--- src/twt_pkg.sv ---
// Shared types, constants and helpers for the trailing whitespace trimmer.
// Used by the front, command queue and back modules; depends on nothing.
package twt_pkg;

   // Character codes the trimmer recognizes.
   localparam logic [7:0] CHAR_NEWLINE = 8'h0A;
   localparam logic [7:0] CHAR_VTAB    = 8'h0B;
   localparam logic [7:0] CHAR_TAB     = 8'h09;
   localparam logic [7:0] CHAR_SPACE   = 8'h20;

   // Deepest pending whitespace run, and the circular buffer that holds runs.
   localparam int WS_DEPTH     = 63;
   localparam int WS_BUF_DEPTH = 64;
   localparam int WS_ADDR_W    = $clog2(WS_BUF_DEPTH);
   localparam int WS_PTR_W     = WS_ADDR_W + 1;
   localparam int WS_CNT_W     = $clog2(WS_DEPTH + 1);

   localparam int QUEUE_DEPTH  = 4;
   localparam int Q_ADDR_W     = $clog2(QUEUE_DEPTH);

   localparam logic [15:0] MAX_LINE_RESET = 16'd2000;

   // Two bit codes stored for each held whitespace byte.
   localparam logic [1:0] CODE_SPACE = 2'd0;
   localparam logic [1:0] CODE_TAB   = 2'd1;
   localparam logic [1:0] CODE_VTAB  = 2'd2;

   // Result status codes.
   localparam logic [1:0] STATUS_NORMAL = 2'd0;
   localparam logic [1:0] STATUS_EOF    = 2'd1;
   localparam logic [1:0] STATUS_ERROR  = 2'd2;

   typedef enum logic [2:0] {
      CMD_SYNC,
      CMD_NEWLINE,
      CMD_CONTENT,
      CMD_EOF,
      CMD_ERROR
   } twt_cmd_kind_type;

   // One classified request. The back part releases count held codes from
   // start, then data for content; start + count is where its run ends.
   typedef struct packed {
      twt_cmd_kind_type      kind;
      logic [7:0]            data;
      logic [WS_PTR_W-1:0]   start;
      logic [WS_CNT_W-1:0]   count;
   } twt_cmd_type;

   typedef struct packed {
      logic                  en;
      logic [WS_ADDR_W-1:0]  addr;
      logic [1:0]            code;
   } twt_ws_wr_type;

   typedef struct packed {
      logic [WS_PTR_W-1:0]   tail;
   } twt_back_stat_type;

   function automatic logic [7:0] code_to_byte(input logic [1:0] code);
      logic [7:0] b;
      case (code)
         CODE_TAB:  b = CHAR_TAB;
         CODE_VTAB: b = CHAR_VTAB;
         default:   b = CHAR_SPACE;
      endcase
      return b;
   endfunction

endpackage

--- src/twt_front.sv ---
// Front part of the trimmer: accepts requests, keeps the per-line state and
// writes held whitespace codes. Depends on twt_pkg.
module twt_front (
   input  logic                      clock,
   input  logic                      reset,
   input  logic                      csr_wr_en,
   input  logic [15:0]               csr_wr_data,
   input  logic                      req_tvalid,
   output logic                      req_tready,
   input  logic [7:0]                req_tdata,
   input  logic                      req_tuser,
   input  logic                      q_full,
   output logic                      q_push,
   output twt_pkg::twt_cmd_type      q_cmd,
   output twt_pkg::twt_ws_wr_type    ws_wr,
   input  twt_pkg::twt_back_stat_type back_stat
);
   import twt_pkg::*;

   logic [WS_CNT_W-1:0] pending_ff, pending_in;
   logic                has_content_ff, has_content_in;
   logic                prev_blank_ff, prev_blank_in;
   logic [15:0]         line_count_ff, line_count_in;
   logic                error_hold_ff, error_hold_in;
   logic [WS_PTR_W-1:0] wr_ptr_ff, wr_ptr_in;
   logic [15:0]         max_len_ff, max_len_in;

   logic [WS_PTR_W-1:0] used;
   logic                buf_full;
   logic                accept;
   logic                is_ws;
   logic [1:0]          ws_code;

   // The buffer is full when every entry is still owed to the back part.
   assign used       = wr_ptr_ff - back_stat.tail;
   assign buf_full   = used[WS_PTR_W-1];
   assign req_tready = !q_full && !buf_full;
   assign accept     = req_tvalid && req_tready;

   assign is_ws = (req_tdata == CHAR_SPACE) || (req_tdata == CHAR_TAB) ||
                  (req_tdata == CHAR_VTAB);
   assign ws_code = (req_tdata == CHAR_SPACE) ? CODE_SPACE :
                    ((req_tdata == CHAR_TAB) ? CODE_TAB : CODE_VTAB);

   always_comb begin
      pending_in     = pending_ff;
      has_content_in = has_content_ff;
      prev_blank_in  = prev_blank_ff;
      line_count_in  = line_count_ff;
      error_hold_in  = error_hold_ff;
      wr_ptr_in      = wr_ptr_ff;
      max_len_in     = csr_wr_en ? csr_wr_data : max_len_ff;
      q_push         = 1'b0;
      q_cmd.kind     = CMD_SYNC;
      q_cmd.data     = req_tdata;
      q_cmd.start    = wr_ptr_ff;
      q_cmd.count    = '0;
      ws_wr.en       = 1'b0;
      ws_wr.addr     = wr_ptr_ff[WS_ADDR_W-1:0];
      ws_wr.code     = ws_code;
      if (accept) begin
         if (req_tuser) begin
            q_push         = 1'b1;
            q_cmd.kind     = CMD_EOF;
            pending_in     = '0;
            has_content_in = 1'b0;
            prev_blank_in  = 1'b0;
            line_count_in  = '0;
            error_hold_in  = 1'b0;
         end else if (error_hold_ff) begin
            q_push = 1'b0;
         end else if ((line_count_ff >= max_len_ff) ||
                      (is_ws && (pending_ff == WS_CNT_W'(WS_DEPTH)))) begin
            // Too long a line or too deep a run: one error, then silence.
            q_push        = 1'b1;
            q_cmd.kind    = CMD_ERROR;
            error_hold_in = 1'b1;
            pending_in    = '0;
         end else if (is_ws) begin
            ws_wr.en      = 1'b1;
            wr_ptr_in     = wr_ptr_ff + WS_PTR_W'(1);
            pending_in    = pending_ff + WS_CNT_W'(1);
            line_count_in = line_count_ff + 16'd1;
         end else if (req_tdata == CHAR_NEWLINE) begin
            // A blank line right after another blank line is squeezed out.
            q_push         = 1'b1;
            q_cmd.kind     = (has_content_ff || !prev_blank_ff) ? CMD_NEWLINE : CMD_SYNC;
            prev_blank_in  = !has_content_ff;
            pending_in     = '0;
            has_content_in = 1'b0;
            line_count_in  = '0;
         end else begin
            q_push         = 1'b1;
            q_cmd.kind     = CMD_CONTENT;
            q_cmd.start    = wr_ptr_ff - WS_PTR_W'(pending_ff);
            q_cmd.count    = pending_ff;
            pending_in     = '0;
            has_content_in = 1'b1;
            line_count_in  = line_count_ff + 16'd1;
         end
      end
   end

   always_ff @(posedge clock) begin
      if (reset) begin
         pending_ff     <= '0;
         has_content_ff <= 1'b0;
         prev_blank_ff  <= 1'b0;
         line_count_ff  <= '0;
         error_hold_ff  <= 1'b0;
         wr_ptr_ff      <= '0;
         max_len_ff     <= MAX_LINE_RESET;
      end else begin
         pending_ff     <= pending_in;
         has_content_ff <= has_content_in;
         prev_blank_ff  <= prev_blank_in;
         line_count_ff  <= line_count_in;
         error_hold_ff  <= error_hold_in;
         wr_ptr_ff      <= wr_ptr_in;
         max_len_ff     <= max_len_in;
      end
   end

endmodule

--- src/twt_cmd_queue.sv ---
// Short command queue between the front and back parts of the trimmer.
// Depends on twt_pkg.
module twt_cmd_queue (
   input  logic                 clock,
   input  logic                 reset,
   input  logic                 push,
   input  twt_pkg::twt_cmd_type push_cmd,
   output logic                 full,
   input  logic                 pop,
   output logic                 head_valid,
   output twt_pkg::twt_cmd_type head_cmd
);
   import twt_pkg::*;

   twt_cmd_type         slot_ff [QUEUE_DEPTH];
   logic [Q_ADDR_W-1:0] wr_ff, wr_in;
   logic [Q_ADDR_W-1:0] rd_ff, rd_in;
   logic [Q_ADDR_W:0]   level_ff, level_in;
   logic                do_push, do_pop;

   assign full       = (level_ff == (Q_ADDR_W+1)'(QUEUE_DEPTH));
   assign head_valid = (level_ff != '0);
   assign head_cmd   = slot_ff[rd_ff];
   assign do_push    = push && !full;
   assign do_pop     = pop && head_valid;

   always_comb begin
      wr_in    = do_push ? wr_ff + Q_ADDR_W'(1) : wr_ff;
      rd_in    = do_pop ? rd_ff + Q_ADDR_W'(1) : rd_ff;
      level_in = level_ff + (Q_ADDR_W+1)'(do_push) - (Q_ADDR_W+1)'(do_pop);
   end

   always_ff @(posedge clock) begin
      if (do_push) begin
         slot_ff[wr_ff] <= push_cmd;
      end
   end

   always_ff @(posedge clock) begin
      if (reset) begin
         wr_ff    <= '0;
         rd_ff    <= '0;
         level_ff <= '0;
      end else begin
         wr_ff    <= wr_in;
         rd_ff    <= rd_in;
         level_ff <= level_in;
      end
   end

endmodule

--- src/twt_back.sv ---
// Back part of the trimmer: holds the whitespace run buffer, carries out
// queued commands and drives the registered response. Depends on twt_pkg.
module twt_back (
   input  logic                       clock,
   input  logic                       reset,
   input  twt_pkg::twt_ws_wr_type     ws_wr,
   input  logic                       q_valid,
   input  twt_pkg::twt_cmd_type       q_cmd,
   output logic                       q_pop,
   output twt_pkg::twt_back_stat_type back_stat,
   output logic                       rsp_tvalid,
   input  logic                       rsp_tready,
   output logic [7:0]                 rsp_tdata,
   output logic [2:0]                 rsp_tuser,
   output logic                       rsp_tlast
);
   import twt_pkg::*;

   typedef enum logic [1:0] {
      ST_IDLE,
      ST_RUN,
      ST_BYTE
   } state_type;

   logic [1:0]          ws_mem [WS_BUF_DEPTH];
   logic [1:0]          rd_data_ff;

   state_type           state_ff, state_in;
   logic [WS_PTR_W-1:0] rd_ptr_ff, rd_ptr_in;
   logic [WS_CNT_W-1:0] remaining_ff, remaining_in;
   logic [7:0]          cur_byte_ff, cur_byte_in;
   logic [WS_PTR_W-1:0] tail_ff, tail_in;
   logic                out_valid_ff, out_valid_in;
   logic [7:0]          out_data_ff, out_data_in;
   logic [2:0]          out_user_ff, out_user_in;
   logic                out_last_ff, out_last_in;
   logic                can_load;

   assign can_load       = !out_valid_ff || rsp_tready;
   assign back_stat.tail = tail_ff;
   assign rsp_tvalid     = out_valid_ff;
   assign rsp_tdata      = out_data_ff;
   assign rsp_tuser      = out_user_ff;
   assign rsp_tlast      = out_last_ff;

   // The read port follows the next read pointer, so rd_data_ff always
   // holds the entry at rd_ptr_ff once a run has started.
   always_ff @(posedge clock) begin
      if (ws_wr.en) begin
         ws_mem[ws_wr.addr] <= ws_wr.code;
      end
      rd_data_ff <= ws_mem[rd_ptr_in[WS_ADDR_W-1:0]];
   end

   always_comb begin
      state_in     = state_ff;
      rd_ptr_in    = rd_ptr_ff;
      remaining_in = remaining_ff;
      cur_byte_in  = cur_byte_ff;
      tail_in      = tail_ff;
      out_valid_in = out_valid_ff && !rsp_tready;
      out_data_in  = out_data_ff;
      out_user_in  = out_user_ff;
      out_last_in  = out_last_ff;
      q_pop        = 1'b0;
      case (state_ff)
         ST_IDLE: begin
            if (q_valid) begin
               case (q_cmd.kind)
                  CMD_SYNC: begin
                     q_pop   = 1'b1;
                     tail_in = q_cmd.start;
                  end
                  CMD_NEWLINE, CMD_EOF, CMD_ERROR: begin
                     if (can_load) begin
                        q_pop        = 1'b1;
                        tail_in      = q_cmd.start;
                        out_valid_in = 1'b1;
                        out_last_in  = 1'b1;
                        if (q_cmd.kind == CMD_NEWLINE) begin
                           out_data_in = CHAR_NEWLINE;
                           out_user_in = {STATUS_NORMAL, 1'b1};
                        end else begin
                           out_data_in = 8'd0;
                           out_user_in = (q_cmd.kind == CMD_EOF) ? {STATUS_EOF, 1'b0} :
                                                                  {STATUS_ERROR, 1'b0};
                        end
                     end
                  end
                  CMD_CONTENT: begin
                     if (q_cmd.count == '0) begin
                        if (can_load) begin
                           q_pop        = 1'b1;
                           tail_in      = q_cmd.start;
                           out_valid_in = 1'b1;
                           out_last_in  = 1'b1;
                           out_data_in  = q_cmd.data;
                           out_user_in  = {STATUS_NORMAL, 1'b1};
                        end
                     end else begin
                        q_pop        = 1'b1;
                        rd_ptr_in    = q_cmd.start;
                        remaining_in = q_cmd.count;
                        cur_byte_in  = q_cmd.data;
                        state_in     = ST_RUN;
                     end
                  end
                  default: begin
                     q_pop = 1'b1;
                  end
               endcase
            end
         end
         ST_RUN: begin
            if (can_load) begin
               out_valid_in = 1'b1;
               out_last_in  = 1'b0;
               out_data_in  = code_to_byte(rd_data_ff);
               out_user_in  = {STATUS_NORMAL, 1'b1};
               rd_ptr_in    = rd_ptr_ff + WS_PTR_W'(1);
               remaining_in = remaining_ff - WS_CNT_W'(1);
               if (remaining_ff == WS_CNT_W'(1)) begin
                  state_in = ST_BYTE;
               end
            end
         end
         ST_BYTE: begin
            if (can_load) begin
               out_valid_in = 1'b1;
               out_last_in  = 1'b1;
               out_data_in  = cur_byte_ff;
               out_user_in  = {STATUS_NORMAL, 1'b1};
               tail_in      = rd_ptr_ff;
               state_in     = ST_IDLE;
            end
         end
         default: begin
            state_in = ST_IDLE;
         end
      endcase
   end

   always_ff @(posedge clock) begin
      if (reset) begin
         state_ff     <= ST_IDLE;
         rd_ptr_ff    <= '0;
         remaining_ff <= '0;
         tail_ff      <= '0;
         out_valid_ff <= 1'b0;
      end else begin
         state_ff     <= state_in;
         rd_ptr_ff    <= rd_ptr_in;
         remaining_ff <= remaining_in;
         tail_ff      <= tail_in;
         out_valid_ff <= out_valid_in;
      end
      cur_byte_ff <= cur_byte_in;
      out_data_ff <= out_data_in;
      out_user_ff <= out_user_in;
      out_last_ff <= out_last_in;
   end

endmodule

--- src/trailing_whitespace_trimmer_core.sv ---
// Top level of the trailing whitespace trimmer with blank line squeeze.
// Instantiates twt_front, twt_cmd_queue and twt_back; depends on twt_pkg.
//
//   Channel | Direction | Handshake            | Payload
//   req     | in        | req_tvalid/tready    | tdata byte, tuser end of file
//   rsp     | out       | rsp_tvalid/tready    | tdata byte, tuser valid+status, tlast
//   csr     | in        | csr_wr_en            | csr_wr_data line length limit
//
// The front takes one request per cycle when the command queue and the run
// buffer have room; whitespace only enters the 64-entry run buffer.
// For a content byte behind a held run, the back part's idle state opens the
// run, the run state releases the held characters and the byte state sends
// the content; the single response register paces it. Other results go out from idle.
// Reset is synchronous and active high; it clears all control state and sets
// the line length limit to 2000. Either side may stall on its own: the
// four-deep queue decouples them, and a stalled response holds its value.
module trailing_whitespace_trimmer_core (
   input  logic        clock,
   input  logic        reset,
   // Configuration: line length limit, written whenever csr_wr_en is high.
   input  logic        csr_wr_en,
   input  logic [15:0] csr_wr_data,
   // Requests.
   input  logic        req_tvalid,
   output logic        req_tready,
   input  logic [7:0]  req_tdata,   // [7:0] data_byte
   input  logic        req_tuser,   // [0] end_of_file
   // Responses.
   output logic        rsp_tvalid,
   input  logic        rsp_tready,
   output logic [7:0]  rsp_tdata,   // [7:0] out_byte
   output logic [2:0]  rsp_tuser,   // [0] byte_valid, [2:1] status
   output logic        rsp_tlast    // last_of_run
);
   import twt_pkg::*;

   // Classified requests flow front to back through the queue.
   logic              q_full;
   logic              q_push;
   twt_cmd_type       q_push_cmd;
   logic              q_pop;
   logic              q_valid;
   twt_cmd_type       q_head;

   // Held whitespace codes are written by the front, read by the back, and
   // the back reports how far it has consumed the run buffer.
   twt_ws_wr_type     ws_wr;
   twt_back_stat_type back_stat;

   twt_front u_front (
      .clock       (clock),
      .reset       (reset),
      .csr_wr_en   (csr_wr_en),
      .csr_wr_data (csr_wr_data),
      .req_tvalid  (req_tvalid),
      .req_tready  (req_tready),
      .req_tdata   (req_tdata),
      .req_tuser   (req_tuser),
      .q_full      (q_full),
      .q_push      (q_push),
      .q_cmd       (q_push_cmd),
      .ws_wr       (ws_wr),
      .back_stat   (back_stat)
   );

   twt_cmd_queue u_queue (
      .clock      (clock),
      .reset      (reset),
      .push       (q_push),
      .push_cmd   (q_push_cmd),
      .full       (q_full),
      .pop        (q_pop),
      .head_valid (q_valid),
      .head_cmd   (q_head)
   );

   twt_back u_back (
      .clock      (clock),
      .reset      (reset),
      .ws_wr      (ws_wr),
      .q_valid    (q_valid),
      .q_cmd      (q_head),
      .q_pop      (q_pop),
      .back_stat  (back_stat),
      .rsp_tvalid (rsp_tvalid),
      .rsp_tready (rsp_tready),
      .rsp_tdata  (rsp_tdata),
      .rsp_tuser  (rsp_tuser),
      .rsp_tlast  (rsp_tlast)
   );

endmodule

--- config.mk ---
export PLATFORM = sky130hd
export DESIGN_NAME = trailing_whitespace_trimmer_core
export DESIGN_NICKNAME = d
export VERILOG_FILES = /design/src/twt_pkg.sv /design/src/twt_front.sv /design/src/twt_cmd_queue.sv /design/src/twt_back.sv /design/src/trailing_whitespace_trimmer_core.sv
export SDC_FILE = /design/constraint.sdc
export NUM_CORES = 1
export LEC_CHECK = 0
export ABC_AREA = 1
export BUFFER_PORTS_ARGS = -buffer_cell sky130_fd_sc_hd__buf_4
export CAP_MARGIN = 10
export CORE_ASPECT_RATIO = 0.75
export CORE_MARGIN = 2
export CORE_UTILIZATION = 67
export CTS_CLUSTER_SIZE = 28
export DETAILED_ROUTE_END_ITERATION = 8
export PLACE_DENSITY = 0.85
export SLEW_MARGIN = 25
export SYNTH_ARGS = -nofsm -noshare
export SYNTH_HDL_FRONTEND = slang
export SYNTH_SLANG_ARGS = --single-unit
--- constraint.sdc ---
create_clock -name clock -period 8.7 [get_ports clock]
set_clock_uncertainty 0.05 [all_clocks]
set_input_delay 0 -clock clock [delete_from_list [all_inputs] [get_ports clock]]
set_output_delay 0 -clock clock [all_outputs]
set_load 0.02 [all_outputs]
# Yosys cells after proc, flatten, opt, wreduce, memory -nomap -nowiden
# Memories as Yosys holds them, arrays and structs flattened. A register that Yosys moved wholly into a read port is not among the register bits.
# Index checks and enable logic that the tools add are counted.
# W data, S select, Z words.
dict set report totals {
  reg_bits 98
  ramBits 224
  in_bits 30
  elab_cells 217
  mem_count 2
}
# name depth word_bits rd rd_ports_with_merged_regs wr line_no
set memory_table {}
lappend memory_table {u_back.ws_mem 64 2 1 1 1 twt_back.sv:25} ;# logic [1:0] ws_mem [WS_BUF_DEPTH];
lappend memory_table {u_queue.slot_ff 4 24 1 1 1 twt_cmd_queue.sv:15} ;# twt_cmd_type slot_ff [QUEUE_DEPTH];
dict set report classes {
  add_sub_neg 11
  n_lt_le_gt_ge 1
  n_eq_ne 29
  n_mux 110
  n_bitwise 4
  reduce_logical 40
}
# cell n
set op_table {}
lappend op_table {{$mux W16} 5}
lappend op_table {{$mux W13} 6}
lappend op_table {{$mux W7} 8}
lappend op_table {{$mux W6} 8}
lappend op_table {{$mux W8} 6}
lappend op_table {{$mux W1} 39}
lappend op_table {{$mux W3} 12}
lappend op_table {{$reduce_and A5 Y1} 6}
lappend op_table {{$pmux W7 S2} 2}
lappend op_table {{$eq A8 B4 Y1 const B} 3}
lappend op_table {{$pmux W6 S2} 2}
lappend op_table {{$pmux W8 S3} 1}
lappend op_table {{$pmux W7 S3} 1}
lappend op_table {{$mux W2} 10}
lappend op_table {{$add A16 B1 Y16 const B} 1}
lappend op_table {{$ge A16 B16 Y1} 1}
lappend op_table {{$pmux W8 S2} 1}
lappend op_table {{$add A7 B1 Y7 const B} 2}
lappend op_table {{$ne A2 B2 Y1 const B} 6}
lappend op_table {{$pmux W3 S2} 2}
lappend op_table {{$ne A3 B2 Y1 const B} 3}
lappend op_table {{$eq A8 B6 Y1 const B} 1}
lappend op_table {{$pmux W1 S2} 4}
lappend op_table {{$reduce_and A4 Y1} 2}
lappend op_table {{35 further kinds} 63}

# Depth between registers and ports, before layout
dict set report logic_depth {
  depth_word 12
  ltp_mapped 23
  depth_no_buf 21
}

# Modules after synthesis
# From an unflattened synthesis, not the netlist that was laid out.
dict set report unflattened {
  cells_unflattened 1719
  hier_area_um2 16228.1
}
# module instances cells_per_inst area_per_inst_um2 seq_area_each_um2
set by_module_without_submodules {}
lappend by_module_without_submodules {twt_back 1 895 8399.3 4944.7}
lappend by_module_without_submodules {twt_cmd_queue 1 298 4206.5 3062.9}
lappend by_module_without_submodules {twt_front 1 526 3622.2 960.9}

# Least setup slack after synthesis
# Ideal clock, no wire load.
dict set report synth_timing {
  path_type {input to register}
  start {input req_tdata[4]}
  end {memory u_back.ws_mem[0][1], data pin}
  setup_ns 0.546
  arrival_ns 3.134
  t_required_ns 8.104
  path_slack_ns 4.970
  path_stages 4
  cell_sequence {nor4_1 nand3_1 nor2_1 nor2_1}
}
# element line_no
set synth_rtl {}
lappend synth_rtl {{from (decl)} trailing_whitespace_trimmer_core.sv:26} ;# input logic [7:0] req_tdata,
lappend synth_rtl {{to (decl)} twt_back.sv:25}

==> flow_summary.ini <==
[status]
outcome = finished with violations
violations = design-rule violations

[final_layout]
synthToLayoutAreaGrowth_pct = 14.5
drive_gt1_share_pct = 7.87
layoutNonFillerInstCount = 1997
antenna_cells = 0
fillerInstances = 1303
num-nets-final = 1755
fin_util_pct = 78.7

[worst_setup_path]
worst_setup_path_end_kind = register
reg2reg_setup_slack_ns = 3.94
cp_data_arrival_time_ns = 5.21
worst_ep_required_time_ns = 9.15
cp_max_fo = 49
path_class = register to register
reg2reg_to = u_queue.level_ff[2]
setup.worst_path.start_class = register
r2r_cells = 21

[yosys]
avgSynthCellArea_um2 = 9.58
yosys.area.top_type_share_pct = 48.0
synth_nets = 1670
synth_async_sr_flop_share_pct = 0
synth_seq_cells = 326
syn_inst = 1594
ys_warn_count = 0
synthTopCellsByArea = edfxtp_1 48%, dfxtp_1 11%, nand2_1 7.0%
post_synth_num_cell_types = 51
synthTopCellsByCount = 286 x nand2_1, 244 x edfxtp_1, 194 x nand3_1, 172 x inv_1, 166 x nor2_1
synth_edf_count = 244
yosysSeqAreaShare_pct = 58.7
synth_area_leader_cell = edfxtp_1
synth_most_common_cell = nand2_1
synth_top_flop_cell = edfxtp_1
synth_area_mm2 = 0.0153

[power]
switchingPower_w = 0.00276
p_sw_share_pct = 42.9
vdd_drop_max_v = 0.000328
p_seq_share_pct = 31.1
p_comb_share_pct = 46.1
power.density_mw_per_mm2 = 368
clkPwrFrac_pct = 22.9
p_leak_nw = 6.91
p_int_w = 0.00368

[routing]
ant_nets = 0
num_vias = 12200
wl_mm = 38.1
drtPass1Iterations = 8
vias_per_cell = 6.08
drc = 1
routedWlPerCell_um = 19.1
drt-initial-drc-count = 1778

[placement]
dp_cells = 1881
place.port_buffers = 43
hpwlAfterDp_mm = 22.8
routabilityCongestion = 0.907
pre_cts_slack_ns = 4.16

[sta]
timing.hold.ws_ns = 0.169
rsz0062_at_grt = false
slew_viol_final = 0
min_period_ns = 4.76
setup_tns_ns = 0
fmax_ghz = 0.210
worst_pin_slew_ns = 0.951
fin_crit_sh_pct = 54.7
finalHoldViolCount = 0
setup_viol_count_final = 0
slew_headroom_pct = 36.3
fin_ws_ns = 3.94

[global_route]
grt_overflow = 0
grt_max_degree = 66
grt_pass1_vias = 11700
antenna_found_initial = 0
grtUsageTotal_pct = 31.9
grt_pass1_wl_mm = 59.7

[clocking]
clk_latency_ns = 0.56
clkTransAtPathRegs_ns = 0.07
cts_tree = yes
cts_root_buffer = clkbuf_16
htree_num_levels = 1
cts_resized = 0
cts_buffers = 30
cts_max_path_buffers = 3
cts_num_sinks = 326

[floorplanning]
die_h_um = 135
core_area_mm2 = 0.0222
floorplan.initialDensity_pct = 68.7
io_pins = 44
row_count = 47
die-width_um = 178
die_area_mm2 = 0.0240

[worst_hold_path]
hold-path-cell-count = 2
hold_start = req_tdata[3]
hold_end = u_queue.slot_ff[1][16]
hold_path.class = input pin to register

[job]
cap_violations = 0
## power by group through the flow
stage | Clock [W] | Sequential [W] | Combinational, W
floorplan | 0 | 0.00204 | 0.00215
global placement | 0 | 0.00202 | 0.00272
detailed placement | 0 | 0.00203 | 0.00280
CTS | 0.00147 | 0.00200 | 0.00288
global route | 0.00153 | 0.00202 | 0.00325
finish | 0.00147 | 0.00200 | 0.00297
## registers in the layout, indices dropped and copies added, names as in the netlist, 2 cells and up, named ones only
name and cells:
u_queue.wr_ff 2, u_back.rsp_tuser 3, u_queue.level_ff 3, u_back.state_ff 2, u_front.line_count_ff 16, u_back.remaining_ff 6
u_back.rd_data_ff 2, u_back.back_stat 7, u_back.rsp_tdata 8, u_back.cur_byte_ff 8, u_queue.slot_ff 96, u_front.max_len_ff 16
u_queue.rd_ff 2, u_back.rd_ptr_ff 7, u_front.wr_ptr_ff 7, u_front.pending_ff 6, u_back.ws_mem 128
## layout by cell type, fill, tap and decap left out, types with 3 or more instances in the layout
master	n
nand3b_1	24
o21ai_0	91
nand3_1	194
xor2_1	18
clkbuf_8	3
nor3b_1	4
nand2_2	5
clkinv_1	7
clkbuf_1	7
edfxtp_1	244
bufinv_16	7
nor3_1	24
a21oi_2	4
ha_1	44
nor2_1	160
clkbuf_16	32
nand4_1	14
a21oi_1	77
inv_2	6
nor2_2	5
inv_1	172
dfxtp_1	82
dlygate4sd3_1	60
a211oi_1	5
o211ai_1	7
a32o_1	9
a31oi_1	3
buf_4	57
nand2_1	283
o22ai_1	12
xnor2_1	5
nor2_4	3
nor4_1	5
## per-layer routing
| metal | track usage (%) | up-vias | part of all wire [%] |
|---|---|---|---|
| met5 | 0 | - | 0 |
| met4 | 10.3 | 0 | 3.0 |
| met3 | 6.70 | 101 | 11 |
| met2 | 52.3 | 732 | 47 |
| met1 | 42.9 | 5682 | 39 |
| li1 | - | 5635 | - |
## worst max-delay path, cell delays in order (launching register included)
cell and delay (ns):
dfxtp_1 0.31, buf_4 0.42, inv_2 0.45, nand2_1 0.19, nand3_1 0.10, nand2_1 0.18, nand2_2 0.09, nor2_4 0.30
nand2_1 0.13, nor2_1 0.11, inv_1 0.08, nor2_1 0.72, inv_1 0.14, nand2_1 0.22, ha_1 0.26, inv_1 0.06
ha_1 0.13, inv_1 0.05, fa_1 0.38, inv_1 0.07, o21ai_0 0.08, a21oi_1 0.13
## layout make-up
type	instances	area [um^2]	share of cell area [%]
timing repair buffer	117	1030	5.88
clock buffer	42	868	4.96
tap	294	368	2.10
sequential	326	8970	51.3
inverter	181	679	3.88
clock inverter	14	246	1.41
multi-input combinational	1023	5340	30.5
## worst max-delay path by stage
stage                       startpoint                   end  slack, ns  cells after the start
after detailed placement      register   u_queue.level_ff[2]       4.16                     20
after CTS                     register   u_queue.level_ff[2]       4.01                     21
after global routing          register   u_queue.level_ff[2]       3.55                     21
final                         register   u_queue.level_ff[2]       3.94                     21
after global placement        register  u_back.rd_data_ff[0]       4.03                     20
after floorplan           req_tdata[4]   u_back.ws_mem[0][1]       4.97                      4
## logic make-up (layout without fill, tap and decap cells)
kind of cell,Yosys count,count (layout),synth area share (%)
XOR/XNOR,23,23,1.32
flip-flops,326,326,58.7
AO/OA/AOI/OAI,227,227,8.57
adder cells (fa/ha/maj),46,46,3.87
AND/OR/NAND/NOR,727,727,20.9
buffers and inverters,245,354,6.66
## through the flow
| step | total power (W) | area, um^2 |
|---|---|---|
| detailed placement | 0.00482 | 15800 |
| global route | 0.00679 | 17500 |
| global placement | 0.00474 | 15800 |
| finish | 0.00644 | 17500 |
| floorplan | 0.00419 | 15300 |
| CTS | 0.00635 | 17500 |
## repair_timing
item                       CTS  global route
setup buffers                0             0
setup endpoints to repair    0             0
hold buffers                60             0
hold endpoints to repair    80             0
Power figures use the tool's default switching activity.
